==> src/rwc_pkg.sv <==
// Shared types and constants for the RGBA window convolution block.
`default_nettype none
package rwc_pkg;

	localparam int MAX_WINDOW_DEF = 11;
	localparam int MAX_LINE_DEF   = 4096;
	localparam int MAX_HEIGHT     = 4096;
	localparam int ROW_W          = 13;
	localparam int CFG_W          = 13;

	localparam logic [1:0] CFG_KIND   = 2'd0;
	localparam logic [1:0] CFG_WINDOW = 2'd1;
	localparam logic [1:0] CFG_WIDTH  = 2'd2;
	localparam logic [1:0] CFG_HEIGHT = 2'd3;

	localparam logic [1:0] KIND_IDENT = 2'd0;
	localparam logic [1:0] KIND_BLUR  = 2'd1;
	localparam logic [1:0] KIND_EDGE  = 2'd2;

	localparam logic MODE_PIXEL = 1'b0;

	typedef struct packed {
		logic       mode;
		logic [7:0] red_in;
		logic [7:0] green_in;
		logic [7:0] blue_in;
		logic [7:0] alpha_in;
	} in_beat_t;

	typedef struct packed {
		logic [7:0] red_out;
		logic [7:0] green_out;
		logic [7:0] blue_out;
		logic [7:0] alpha_out;
		logic       frame_end;
	} out_beat_t;

	typedef struct packed {
		logic clear;
		logic add;
		logic shift;
	} cell_ctl_t;

	typedef struct packed {
		logic busy;
		logic done;
	} div_stat_t;

endpackage
`default_nettype wire

==> src/rwc_cell.sv <==
// One row accumulator cell of the window sum chain.
`default_nettype none
module rwc_cell import rwc_pkg::*; #(
	parameter int SUM_W = 12
) (
	input  wire logic                  clk,
	input  cell_ctl_t                  ctl,
	input  wire logic [2:0][7:0]       pix,
	input  wire logic [2:0][SUM_W-1:0] prev,
	output logic      [2:0][SUM_W-1:0] sum
);

	logic [2:0][SUM_W-1:0] sum_q;

	always_ff @(posedge clk) begin
		for (int c = 0; c < 3; c++) begin
			if (ctl.clear) begin
				sum_q[c] <= '0;
			end else if (ctl.shift) begin
				sum_q[c] <= prev[c];
			end else if (ctl.add) begin
				sum_q[c] <= sum_q[c] + SUM_W'(pix[c]);
			end
		end
	end

	assign sum = sum_q;

endmodule
`default_nettype wire

==> config.mk <==
export PLATFORM = sky130hd
export DESIGN_NAME = rwc_cell
export DESIGN_NICKNAME = d
export VERILOG_FILES = /design/src/rwc_pkg.sv /design/src/rwc_cell.sv
export SDC_FILE = /design/constraint.sdc
export NUM_CORES = 1
export LEC_CHECK = 0
export ABC_AREA = 1
export ABC_CLOCK_PERIOD_IN_PS = 2170
export BUFFER_PORTS_ARGS = -buffer_cell sky130_fd_sc_hd__buf_2
export CAP_MARGIN = 0
export CORE_UTILIZATION = 52
export CTS_CLUSTER_SIZE = 20
export DETAILED_ROUTE_END_ITERATION = 7
export GPL_TIMING_DRIVEN = 0
export PLACE_DENSITY = 0.82
export SLEW_MARGIN = 20
export SYNTH_ARGS = -nofsm -noshare
export SYNTH_HDL_FRONTEND = slang
export SYNTH_SLANG_ARGS = --single-unit
==> constraint.sdc <==
create_clock -name clk -period 2.17 [get_ports clk]
set_clock_uncertainty 0.1 [all_clocks]
set_input_delay 0.1085 -clock clk [delete_from_list [all_inputs] [get_ports clk]]
set_output_delay 0.1085 -clock clk [all_outputs]
set_load 0.005 [all_outputs]
==> results.toml <==
[worst_hold_path]
min_path_type = "primary input to flop"
worstHoldPathCells = 3
min_from = "prev[23]"
whs_endpoint = "sum[23]$_SDFFE_PP0P_"

[timing]
rsz0062_at_grt = "no"
whs_ps = 26.92
slew_viol_final = 0
min_period_ps = 1972
min_period_over_period_pct = 90.90
setup_viol_count_final = 0
final_hold_viol_count = 0
setup_total_neg_slack_ps = 0
transition_time_of_the_tightest_slew_check_pin_ps = 670.2
max_slew_headroom_at_the_worst_pin_pct = 55.32
fmaxAchievable_ghz = 0.5070

[layout]
finish.net_count = 685
diodes = 0
largest_reg_flops = 36
final_cell_mix = "nand2_1, buf_2, inv_1"
syn2layout_area_growth_pct = 24.18
layout.cells.most_common = "nand2_1"
fillCellCount = 535
layoutNonFillerInstCount = 666
finish.utilization_pct = 67.94
post_route_cells_drive_above_1_share_pct = 21.89

[yosys]
post_synth_inst_count = 483
ys_ff_latch = 36
synth-warning-count = 0
synth.net_count = 574
netlist-cell-type-count = 26
post_synthesis_cell_area_um2 = 3068
syn-mean-instance-area_um2 = 6.352
synth_sequential_area_ratio_pct = 23.49

[grt]
grt_start_max_net_pins = 11
via_count_of_the_first_global_routing_pass = 3240
globalRouteOverflowTotal = 0
grt_util_overall_pct = 29.60
wire_length_of_the_first_global_routing_pass_mm = 14.56
antenna_violations_before_repair = 0

[die]
initial_utilization_pct = 54.71
die_w_um = 78.81
fp.coreArea_um2 = 5608
die_outline_height_um = 78.81
rows = 27
area_of_the_die_um2 = 6211
ios = 100

[setup_path]
kind_of_critical_path = "flop to flop"
setup.reg_to_reg.worst_slack_ps = 200
setup.worst_path.end_class = "flop"
r2r-end = "sum[6]$_SDFFE_PP0P_"
critical_path_arrival_ps = 2090
crit_path_start_kind = "flop"
peak_fanout_along_the_critical_path = 4
cp_data_required_time_ps = 2290
crit-reg2reg-launch = "sum[0]$_SDFFE_PP0P_"
number_of_cell_instances_on_the_worst_register_to_register_path = 11

[place]
place.detailed.instances = 654
numPortBuffers = 99
place.detailed.hpwl_mm = 6.827
place.gp.congestion = 0.9157

[detailed_routing]
drc_errors = 0
wl_mm = 9.142
initialDrtViolationCount = 195
dr.pass1.iters = 4
total_via_count_after_detailed_routing = 3560
ant_nets = 0
number_of_vias_per_cell_after_detailed_routing = 5.345
wire_per_inst_um = 13.73

[run_status]
status = "finished clean"

[clocking]
post_cts_buffers = 0
tritoncts_clock_tree = "done"
clockRootBuffer = "clkbuf_8"
clk_pin_slew_worst_paths_ps = 80
clock_sinks = 36
cts_made_buffers = 5
clockBufferDepth = 2
worst_skew_pair.late_latency_ps = 290
htree_levels = 2

[power]
power_density_nw_per_um2 = 510.9
leakagePower_nw = 2.160
worst_ir_drop_vdd_mv = 0.2946

[flow_run]
timing.max_cap.violations = 0
worst max-delay path by stage:
stage                                     from                    to  slack (ps)  cells after the start
final                      sum[0]$_SDFFE_PP0P_   sum[6]$_SDFFE_PP0P_         200                     11
after global routing      sum[12]$_SDFFE_PP0P_  sum[18]$_SDFFE_PP0P_           9                     11
after CTS                 sum[12]$_SDFFE_PP0P_  sum[20]$_SDFFE_PP0P_         210                     11
after detailed placement   sum[0]$_SDFFE_PP0P_   sum[8]$_SDFFE_PP0P_         230                     11
after global placement    sum[12]$_SDFFE_PP0P_  sum[20]$_SDFFE_PP0P_         260                     11
after floorplan            sum[0]$_SDFFE_PP0P_   sum[6]$_SDFFE_PP0P_         440                     11
repair_timing:
action	CTS	global route
resized for setup	0	3
hold endpoints to repair	5	0
setup endpoints to repair	0	2
hold buffers	5	0
critical path, cell delays in order, from the launching register on:
cell	delay, ps
dfxtp_1	350
ha_1	240
inv_1	80
fa_1	360
inv_1	120
nand3_1	90
nand3_1	140
nand2_1	70
nand2_1	70
or2_1	100
nand2_1	50
a21oi_1	110
cells in the mapped netlist:
master	n	area share, %
a21boi_1	2	0.49
nand2_2	1	0.20
a21o_1	4	0.98
xor2_1	11	3.1
o21ai_1	5	0.82
nand3_1	43	7.0
clkbuf_1	3	0.37
nor2_1	26	3.2
dfxtp_1	36	23
or2_1	2	0.41
inv_2	2	0.24
nand3b_1	4	0.98
a31oi_1	5	1.0
or2_2	1	0.20
nor2_4	2	0.73
a22oi_1	26	6.4
nand2_1	152	19
a21oi_1	36	5.9
nand3_2	4	1.3
buf_2	8	1.3
nand4_1	10	2.0
ha_1	24	9.8
o21ai_0	5	0.82
buf_4	3	0.73
inv_1	65	8.0
fa_1	3	2.0
metal layers:
layer	GRT usage [%]	part of all wire, %
met1	37.17	42
met2	51.74	48
met3	3.103	7.2
met4	11.64	2.3
met5	0	0
final cells by class:
type / instances / area [µm²] / area share, %
repair buffers: 104 / 545.5 / 14.32
plain buffers: 14 / 73.82 / 1.938
well taps: 72 / 90.09 / 2.365
clock buffers: 7 / 96.34 / 2.529
flip-flops and latches: 36 / 720.7 / 18.92
multi-input cells: 366 / 2032 / 53.33
inverters: 67 / 251.5 / 6.601
logic make-up (layout without fill, tap and decap cells):
kind of cell / Yosys count / after routing / synth area share (%)
XOR/XNOR: 11 / 11 / 3.140
AO/OA/AOI/OAI: 83 / 83 / 16.35
buffers and inverters: 81 / 192 / 10.60
AND/OR/NAND/NOR: 245 / 245 / 34.67
flip-flops: 36 / 36 / 23.49
adder cells (fa/ha/maj): 27 / 27 / 11.75
through the flow:
step           setup slack, ps  instance area (µm²)  power (mW)
2_1_floorplan            437.5                 3068       1.185
3_3_place_gp             255.2                 3654       1.385
3_5_place_dp             226.5                 3654       1.401
4_1_cts                  211.1                 3800       1.943
5_1_grt                  8.611                 3810       2.064
6_report                 197.5                 3810       1.947
power by group:
group | total (mW) | leakage (nW) | internal (mW) | switching [mW]
clock network | 0.538 | 0.0503 | 0.283 | 0.255
logic | 0.649 | 1.81 | 0.272 | 0.376
registers | 0.760 | 0.298 | 0.711 | 0.0487
total | 1.95 | 2.16 | 1.27 | 0.680
No activity file was read; power rests on OpenSTA's default activity.
