### src/rwc_pkg.sv
// Shared types and constants for the RGBA window convolution block.
`default_nettype none
package rwc_pkg;

	localparam int MAX_WINDOW_DEF = 11;
	localparam int MAX_LINE_DEF   = 4096;
	localparam int MAX_HEIGHT     = 4096;
	localparam int ROW_W          = 13;
	localparam int CFG_W          = 13;

	localparam logic [1:0] CFG_KIND   = 2'd0;
	localparam logic [1:0] CFG_WINDOW = 2'd1;
	localparam logic [1:0] CFG_WIDTH  = 2'd2;
	localparam logic [1:0] CFG_HEIGHT = 2'd3;

	localparam logic [1:0] KIND_IDENT = 2'd0;
	localparam logic [1:0] KIND_BLUR  = 2'd1;
	localparam logic [1:0] KIND_EDGE  = 2'd2;

	localparam logic MODE_PIXEL = 1'b0;

	typedef struct packed {
		logic       mode;
		logic [7:0] red_in;
		logic [7:0] green_in;
		logic [7:0] blue_in;
		logic [7:0] alpha_in;
	} in_beat_t;

	typedef struct packed {
		logic [7:0] red_out;
		logic [7:0] green_out;
		logic [7:0] blue_out;
		logic [7:0] alpha_out;
		logic       frame_end;
	} out_beat_t;

	typedef struct packed {
		logic clear;
		logic add;
		logic shift;
	} cell_ctl_t;

	typedef struct packed {
		logic busy;
		logic done;
	} div_stat_t;

endpackage
`default_nettype wire

### src/rwc_div.sv
// Restoring divider, one quotient bit per cycle.
`default_nettype none
module rwc_div import rwc_pkg::*; #(
	parameter int NUM_W = 16,
	parameter int DEN_W = 8
) (
	input  wire logic             clk,
	input  wire logic             arst_n,
	input  wire logic             start,
	input  wire logic [NUM_W-1:0] num,
	input  wire logic [DEN_W-1:0] den,
	output logic      [7:0]       quo,
	output div_stat_t             stat
);

	localparam int CW = $clog2(NUM_W + 1);

	logic [CW-1:0]    cnt_q;
	logic             busy_q, done_q;
	logic [DEN_W:0]   rem_q, rem_sh, rem_nx;
	logic [NUM_W-1:0] quo_q;
	logic [DEN_W-1:0] den_q;
	logic             ge;

	always_comb begin
		rem_sh = {rem_q[DEN_W-1:0], quo_q[NUM_W-1]};
		ge     = rem_sh >= {1'b0, den_q};
		rem_nx = ge ? rem_sh - {1'b0, den_q} : rem_sh;
	end

	always_ff @(posedge clk or negedge arst_n) begin
		if (!arst_n) begin
			busy_q <= 1'b0;
			done_q <= 1'b0;
			cnt_q  <= '0;
		end else begin
			done_q <= 1'b0;
			if (start) begin
				busy_q <= 1'b1;
				cnt_q  <= '0;
			end else if (busy_q) begin
				cnt_q <= cnt_q + 1'b1;
				if (cnt_q == CW'(NUM_W - 1)) begin
					busy_q <= 1'b0;
					done_q <= 1'b1;
				end
			end
		end
	end

	always_ff @(posedge clk) begin
		if (start) begin
			quo_q <= num;
			rem_q <= '0;
			den_q <= den;
		end else if (busy_q) begin
			quo_q <= {quo_q[NUM_W-2:0], ge};
			rem_q <= rem_nx;
		end
	end

	assign quo       = quo_q[7:0];
	assign stat.busy = busy_q;
	assign stat.done = done_q;

endmodule
`default_nettype wire

### config.mk
export PLATFORM = sky130hd
export DESIGN_NAME = rwc_div
export DESIGN_NICKNAME = d
export VERILOG_FILES = /design/src/rwc_pkg.sv /design/src/rwc_div.sv
export SDC_FILE = /design/constraint.sdc
export NUM_CORES = 1
export LEC_CHECK = 0
export BUFFER_PORTS_ARGS = -buffer_cell sky130_fd_sc_hd__buf_2
export CORE_ASPECT_RATIO = 0.8
export CORE_MARGIN = 2
export CORE_UTILIZATION = 50
export CTS_BUF_LIST = sky130_fd_sc_hd__clkbuf_4 sky130_fd_sc_hd__clkbuf_8
export CTS_CLUSTER_DIAMETER = 30
export CTS_CLUSTER_SIZE = 28
export DETAILED_ROUTE_END_ITERATION = 8
export PLACE_DENSITY = 0.75
export SYNTH_ARGS = -nofsm -noshare
export SYNTH_HDL_FRONTEND = slang
export SYNTH_SLANG_ARGS = --single-unit
### constraint.sdc
create_clock -name clk -period 2.4 [get_ports clk]
set_input_delay 0.48 -clock clk [delete_from_list [all_inputs] [get_ports clk]]
set_output_delay 0.48 -clock clk [all_outputs]
set_load 0.005 [all_outputs]
==> results of run 1 <==
[stage by stage]
step	util (%)	power, uW	instance area (um^2)	setup WS (ns)
2_1_floorplan	-	1510	2150	0.152
3_3_place_gp	56.0	1650	2320	0.317
3_5_place_dp	56.0	1670	2320	0.286
4_1_cts	58.6	2200	2430	0.274
5_1_grt	58.8	2320	2440	0.185
6_report	58.8	2190	2440	0.266
[worst max-delay path, cell delays in order, from the launching register on]
cell and delay, ns:
dfxtp_1 0.34, ha_1 0.39, a2111o_1 0.41, o211a_1 0.24, or2_1 0.25, mux2_2 0.27
[cell type report]
| class | instances | area (um^2) |
|---|---|---|
| clock buffer | 5 | 68.8 |
| clock inverter | 3 | 38.8 |
| fill | 368 | 1710 |
| inverter | 14 | 52.6 |
| multi-input combinational | 119 | 926 |
| sequential | 39 | 1060 |
| tap | 57 | 71.3 |
| timing repair buffer | 42 | 228 |
[what timing repair did]
action | 4_1_cts | 5_1_grt
endpoints found under the setup margin | 0 | 0
buffers inserted | 0 | 0
hold buffers | 0 | 1
endpoints found under the hold margin | 0 | 1
[where the power goes]
group	total [uW]	internal (uW)	switching (uW)
clock	535	304	230
sequential	894	823	71.8
combinational	765	363	402
[cells by family (layout without fill, tap and decap cells)]
group                    after synthesis  count (layout)  synth area share, %
adder cells (fa/ha/maj)               11              11                 6.74
flip-flops                            39              39                 49.0
XOR/XNOR                               6               6                 2.44
buffers and inverters                 32              64                 8.01
AND/OR/NAND/NOR                       48              48                 11.0
multiplexers                          19              19                 9.76
AO/OA/AOI/OAI                         35              35                 13.0
[final timing paths]
path / start / end / slack [ns] / cells past startpoint
max: rem_q[5]$_SDFFE_PP0P_ / quo_q[0]$_DFFE_PP_ / 0.27 / 5
min reg2reg: rem_q[5]$_SDFFE_PP0P_ / rem_q[6]$_SDFFE_PP0P_ / 0.54 / 2
max in group asynchronous: arst_n / cnt_q[1]$_DFFE_PN0P_ / 1.69 / 2
min in group asynchronous: arst_n / busy_q$_DFF_PN0_ / 0.56 / 2
max reg2reg: rem_q[5]$_SDFFE_PP0P_ / quo_q[0]$_DFFE_PP_ / 0.27 / 5
min: den[5] / den_q[5]$_DFFE_PP_ / 0.35 / 1
[registers in the layout (all words and copies together) (netlist names)]
register,count
busy_q,1
cnt_q,5
den_q,8
done_q,1
quo_q,16
rem_q,8
[Yosys cell counts, drive strengths merged, types with 2 or more instances]
cell type  count
a211o          2
a211oi         2
a21oi          6
a311oi         4
buf           13
clkbuf         5
dfrtp          7
dfxtp          8
edfxtp        24
ha            10
inv           14
mux2          16
mux2i          3
nand2         13
nand2b         5
nor2          16
nor4b          4
o211ai         2
o21ai          7
o21bai         4
or3            2
xnor2          3
xor2           3
[per-layer routing]
layer,track usage (%),wire length [um]
met1,23.5,1920
met5,0,0
met3,5.20,265
met4,6.70,77
met2,26.3,1660
==> results.cfg, run 1 <==
[outcome]
outcome = finished clean

[timing]
final-setup-viol-count = 0
fin_skew_ns = 0.00372
finalHoldViolCount = 0
setup-tns-final_ns = 0
fin_crit_ns = 2.13
max_freq_mhz = 469
rsz0062_at_grt = no
holdWs_ns = 0.355
drv_slew = 0
tightest_slew_ns = 0.627
slew-limit-headroom_pct = 58.2
period_share_pct = 88.9

[pwr]
cellPowerDensity_mw_per_mm2 = 899
leakage_uw = 0.00105
max-vdd-ir-drop_mv = 0.576

[clock_tree]
cts_resized = 0
cts_made_buffers = 5
htreeDepth = 2
clk_pin_slew_ns = 0.08
cts_root_buf = clkbuf_8
cts_sinks = 39
insertion_delay_ns = 0.29
cts_tree = done
clk_path_buf_depth = 2

[floorplanning]
io_pins = 37
start_util_pct = 51.9
coreArea_mm2 = 0.00415
die_height_um = 62.7
die_w_um = 77.4
placementRows = 21
die_area_mm2 = 0.00485

[route]
num_vias = 1487
viasPerCell = 5.33
drtIter0Drc = 127
drtPass1Iterations = 4
drc_errors = 0
routedWlPerCell_um = 14.1
routed_wl_um = 3920
final_antenna_net_count = 0

[grt]
grt_start_max_net_pins = 38
antenna_found_initial = 0
grt_pass1_wl_um = 6470
grtUsageTotal_pct = 17.4
grt_overflow = 0
grt_pass1_vias = 1408

[worst_setup_path]
critPathKind = reg -> reg
cp.arrival_ns = 2.18
required_ns = 2.45
worstPathMaxFanout = 7
cp-end-kind = flop
worstSetupStartpointType = flop

[logic_synthesis]
synth_top_area_share_pct = 33.4
synth_cell_type_count = 44
synthArstFlopShare_pct = 17.9
syn_avg_cell_area_um2 = 11.3
yosysWarnings = 0
synth_edf_count = 24
synth_fp_nets = 228
ys_seq_area_share_pct = 49.0
synth_largest_area_cell = edfxtp_1
yosys_register_bits = 39
netlist_top_cells_area = edfxtp_1 (33%), mux2_2 (8.4%), dfrtp_1 (8.1%), dfxtp_1 (7.4%), ha_1 (5.8%)
synth_cells = 190
synth_area_mm2 = 0.00215
synthFlopType = edfxtp_1

[place]
hpwl_um = 2820
portBuffers = 36
place_congestion = 0.828
dp.cells = 270

[final_layout]
n_antenna_cell = 0
layout-drive-gt1-share_pct = 32.4
fin_cells = 279
syn_to_final_growth_pct = 13.3
layout_commonest_cell = buf_2
final_nets = 259
final_cell_mix = buf_2 (36), edfxtp_1 (24), mux2_2 (16), nor2_1 (16), inv_1 (14)

[min_path]
hold_path_class = in -> reg

[flow_run]
max_cap_violations = 0
Note: power is estimated with default switching activity, not from simulation.
==> run 2, diff against run 1 <==
--- a/config.mk
+++ b/config.mk
@@ -14,6 +14,7 @@
 export CTS_CLUSTER_SIZE = 28
 export DETAILED_ROUTE_END_ITERATION = 8
 export PLACE_DENSITY = 0.75
+export RECOVER_POWER = 25
 export SYNTH_ARGS = -nofsm -noshare
 export SYNTH_HDL_FRONTEND = slang
 export SYNTH_SLANG_ARGS = --single-unit
==> results.cfg, run 2 (synthesized netlist as in run 1, its figures left out) <==
[route]
viasPerCell = 5.35
drc_errors = 0
drtPass1Iterations = 4
final_antenna_net_count = 0
routedWlPerCell_um = 14.1
num_vias = 1493
routed_wl_um = 3930
drtIter0Drc = 127

[grt]
grtUsageTotal_pct = 17.4
grt_overflow = 0
grt_pass1_vias = 1408
grt_pass1_wl_um = 6470
grtUsageMet2_pct = 26.3
grtUsageMet1_pct = 23.5
antenna_found_initial = 0
busiest_layer = met2
grtUsageMet3_pct = 5.20
grt_start_max_net_pins = 38

[worst_setup_path]
slowest_delay_ns = 0.41
cp-end-kind = flop
cp.arrival_ns = 2.29
critPathKind = reg -> reg
worstPathMaxFanout = 9
crit_chain = ha_1 > a2111o_1 > o211a_1 > buf_4 > nor4b_1 > a311oi_2
slowest_stage = a2111o_1
worstSetupStartpointType = flop
cp_top_family = compound AO/OA/AOI/OAI gates
required_ns = 2.52
crit_buf_inv = 1

[clock_tree]
htreeDepth = 2
cts_made_buffers = 5
insertion_delay_ns = 0.29
cts_resized = 0
cts_root_buf = clkbuf_8
cts_sinks = 39
cts_tree = done
cts_setup_buffers = 0
clk_pin_slew_ns = 0.08
clk_path_buf_depth = 2

[final_layout]
layout_commonest_cell = buf_2
layout-drive-gt1-share_pct = 31.1
largest_reg_flops = 16
final_util_pct = 58.6
reg.largest.list = quo_q (16), den_q (8), rem_q (8)
top_register = quo_q
postLayoutCellArea_mm2 = 0.00243
final_nets = 259
syn_to_final_growth_pct = 12.9
n_fill_cell = 371
final_cell_mix = buf_2 (34), edfxtp_1 (24), mux2_2 (16), nor2_1 (16), inv_1 (14)
n_antenna_cell = 0

[floorplanning]
io_pins = 37
die_height_um = 62.7
die_area_mm2 = 0.00485
coreArea_mm2 = 0.00415
die_w_um = 77.4
placementRows = 21
start_util_pct = 51.9

[timing]
rsz0062_at_grt = no
fin_skew_ns = 0.00379
finalHoldViolCount = 0
final-setup-viol-count = 0
tightest_slew_ns = 1.07
slew-limit-headroom_pct = 28.9
setup-tns-final_ns = 0
drv_slew = 0
max_freq_mhz = 460
period_share_pct = 90.6
fin_crit_ns = 2.17

[pwr]
max-vdd-ir-drop_mv = 0.574
cellPowerDensity_mw_per_mm2 = 902
leakage_uw = 0.00104
total_power_uw = 2190

[flow_run]
max_cap_violations = 0

[outcome]
outcome = finished clean

[place]
place_congestion = 0.828
hpwl_um = 2820
portBuffers = 36
placed_area_mm2 = 0.00232

[min_path]
hold_path_class = in -> reg
==> run 2: cell count changes in the layout (fill, tap and decap cells not counted) <==
cell / delta
clkbuf_2: +1
buf_2: -2
buf_4: -2
clkbuf_1: +3
==> run 2: final timing paths <==
kind / startpoint / endpoint / slack, ns / depth (start not counted)
setup / recovery: rem_q[5]$_SDFFE_PP0P_ / rem_q[2]$_SDFFE_PP0P_ / 0.23 / 6
hold / removal: den[5] / den_q[5]$_DFFE_PP_ / 0.35 / 1
setup reg to reg: rem_q[5]$_SDFFE_PP0P_ / rem_q[2]$_SDFFE_PP0P_ / 0.23 / 6
hold reg to reg: rem_q[5]$_SDFFE_PP0P_ / rem_q[6]$_SDFFE_PP0P_ / 0.55 / 2
max in group asynchronous: arst_n / cnt_q[1]$_DFFE_PN0P_ / 1.50 / 2
min in group asynchronous: arst_n / busy_q$_DFF_PN0_ / 0.63 / 2
==> run 2: layout make-up <==
class                           instances  area [um^2]  area share, %
Multi-Input combinational cell        119          926           38.1
Clock buffer                            5         68.8           2.83
Inverter                               14         52.6           2.16
Timing Repair Buffer                   42          219           9.00
Tap cell                               57         71.3           2.93
Clock inverter                          3         38.8           1.59
Sequential cell                        39         1060           43.4
==> run 2: through the flow <==
step	std cells	setup WS, ns	hold slack [ns]
after floorplan	190	0.152	0.184
after global placement	270	0.317	0.325
after detailed placement	270	0.286	0.326
after CTS	278	0.274	0.00652
after global routing	279	0.0945	0.341
final	279	0.226	0.354
==> run 2: metal layers <==
metal / part of all wire [%] / vias to the layer above
met3: 6.8 / 9
met4: 2.0 / 0
li1: - / 734
met5: 0 / -
met1: 49 / 690
met2: 42 / 60
==> run 2: worst reg2reg max path: cells and delay by family (launching register included) <==
kind | cells | cell delay, ns
AO/OA/AOI/OAI | 3 | 0.74
adder cells (fa/ha/maj) | 1 | 0.39
AND/OR/NAND/NOR | 1 | 0.36
flip-flops | 1 | 0.34
buffers and inverters | 1 | 0.17
==> run 2: repair_timing <==
| item | 4_1_cts | 5_1_grt |
|---|---|---|
| setup endpoints to repair | 0 | 0 |
| hold buffers | 0 | 1 |
| endpoints found under the hold margin | 0 | 1 |
==> run 2: power by group <==
part | internal, uW | switching [uW]
Combinational | 362 | 401
Sequential | 823 | 73.0
Clock | 304 | 230
Total | 1490 | 704
==> run 3, diff against run 2 <==
--- a/config.mk
+++ b/config.mk
@@ -7,7 +7,6 @@
 export LEC_CHECK = 0
 export BUFFER_PORTS_ARGS = -buffer_cell sky130_fd_sc_hd__buf_2
 export CORE_ASPECT_RATIO = 0.8
-export CORE_MARGIN = 2
 export CORE_UTILIZATION = 50
 export CTS_BUF_LIST = sky130_fd_sc_hd__clkbuf_4 sky130_fd_sc_hd__clkbuf_8
 export CTS_CLUSTER_DIAMETER = 30
==> results.cfg, run 3 (synthesized netlist as in run 1, its figures left out) <==
[floorplanning]
coreArea_mm2 = 0.00395
die_w_um = 75.4
placementRows = 20
start_util_pct = 54.5
die_area_mm2 = 0.00458
die_height_um = 60.7
io_pins = 37

[final_layout]
final_cell_mix = buf_2 (34), edfxtp_1 (24), mux2_2 (16), nor2_1 (16), inv_1 (14)
top_register = quo_q
reg.largest.list = quo_q (16), den_q (8), rem_q (8)
fin_cells = 279
final_nets = 261
n_antenna_cell = 0
largest_reg_flops = 16
syn_to_final_growth_pct = 15.0
layout_commonest_cell = buf_2
layout-drive-gt1-share_pct = 33.0

[route]
viasPerCell = 5.30
final_antenna_net_count = 0
drtIter0Drc = 79
drtPass1Iterations = 4
drc_errors = 0
routed_wl_um = 3850
num_vias = 1479
routedWlPerCell_um = 13.8

[pwr]
cellPowerDensity_mw_per_mm2 = 938
pwr-share-clk_pct = 28.2
max-vdd-ir-drop_mv = 0.606
switchingPower_uw = 706
internal_power_uw = 1620
pwr-share-comb_pct = 33.3
swShare_pct = 30.4
leakage_uw = 0.00107
total_power_uw = 2320
seqPwrFrac_pct = 38.5

[clock_tree]
clk_pin_slew_ns = 0.07
cts_hold_buf = 0
cts_resized = 0
cts_root_buf = clkbuf_8
cts_setup_buffers = 0
cts_sinks = 39
insertion_delay_ns = 0.29
cts_made_buffers = 5
clk_path_buf_depth = 2
cts_tree = done
htreeDepth = 2

[grt]
grtUsageTotal_pct = 19.2
grt_overflow = 0
grt_start_max_net_pins = 21
antenna_found_initial = 0
grt_pass1_vias = 1313
grt_pass1_wl_um = 6220

[worst_setup_path]
cp.arrival_ns = 2.30
worstPathMaxFanout = 8
required_ns = 2.56
critPathKind = reg -> reg
cp-end-kind = flop
worstSetupStartpointType = flop

[timing]
timing.final.ws_setup_ns = 0.263
period_share_pct = 89.1
rsz0062_at_grt = no
fin_skew_ns = 0.00485
final-setup-viol-count = 0
slew-limit-headroom_pct = 33.7
fin_crit_ns = 2.14
drv_slew = 0
setup-tns-final_ns = 0
finalHoldViolCount = 0
tightest_slew_ns = 0.994
max_freq_mhz = 468

[place]
hpwl_um = 2820
place_ws_ns = 0.298
dp.cells = 271
place_congestion = 0.804
portBuffers = 36

[flow_run]
max_cap_violations = 0

[min_path]
hold_path_class = in -> async

[outcome]
outcome = finished clean
run 3: final cells by class:
cell class                      instances  area (um^2)
Clock buffer                            6         76.3
Clock inverter                          2         60.1
Fill cell                             335         1480
Inverter                               14         52.6
Multi-Input combinational cell        119          926
Sequential cell                        39         1060
Tap cell                               55         68.8
Timing Repair Buffer                   44          238
run 3: power by group through the flow:
| stage | sequential (uW) | clock, uW | combinational [uW] |
|---|---|---|---|
| 2_1_floorplan | 883 | 0 | 629 |
| 3_3_place_gp | 906 | 0 | 756 |
| 3_5_place_dp | 905 | 0 | 769 |
| 4_1_cts | 893 | 668 | 775 |
| 5_1_grt | 907 | 701 | 852 |
| 6_report | 894 | 656 | 774 |
run 3: path summary, 6_finish.rpt:
path | startpoint | end | slack [ns] | cells after the start
max reg2reg | den_q[6]$_DFFE_PP_ | rem_q[4]$_SDFFE_PP0P_ | 0.26 | 7
min reg2reg | rem_q[5]$_SDFFE_PP0P_ | rem_q[6]$_SDFFE_PP0P_ | 0.52 | 2
min | arst_n | cnt_q[4]$_DFFE_PN0P_ | 0.07 | 1
min in group clk | den[0] | den_q[0]$_DFFE_PP_ | 0.36 | 1
max in group asynchronous | arst_n | done_q$_DFF_PN0_ | 2.07 | 1
max | den_q[6]$_DFFE_PP_ | rem_q[4]$_SDFFE_PP0P_ | 0.26 | 7
run 3: routing by layer:
metal	GRT usage, %	share of wire, %
met1	28.8	50
met2	25.9	43
met3	6.81	5.8
met4	5.56	0.39
met5	0	0
run 3: through the flow:
stage / hold WS [ns] / cell area (um^2) / util, %
finish: 0.0705 / 2480 / 62.7
global route: 0.0902 / 2480 / 62.7
CTS: 0.00664 / 2480 / 62.7
detailed placement: 0.322 / 2340 / 59.3
global placement: 0.319 / 2340 / 59.3
floorplan: 0.184 / 2150 / -
run 3: critical path, cell delays in order, from the launching register on:
cell and delay, ns:
edfxtp_1 0.32, inv_1 0.04, ha_1 0.36, a2111o_1 0.40, o211a_1 0.25, buf_4 0.18
nor4b_1 0.38, a311oi_2 0.08
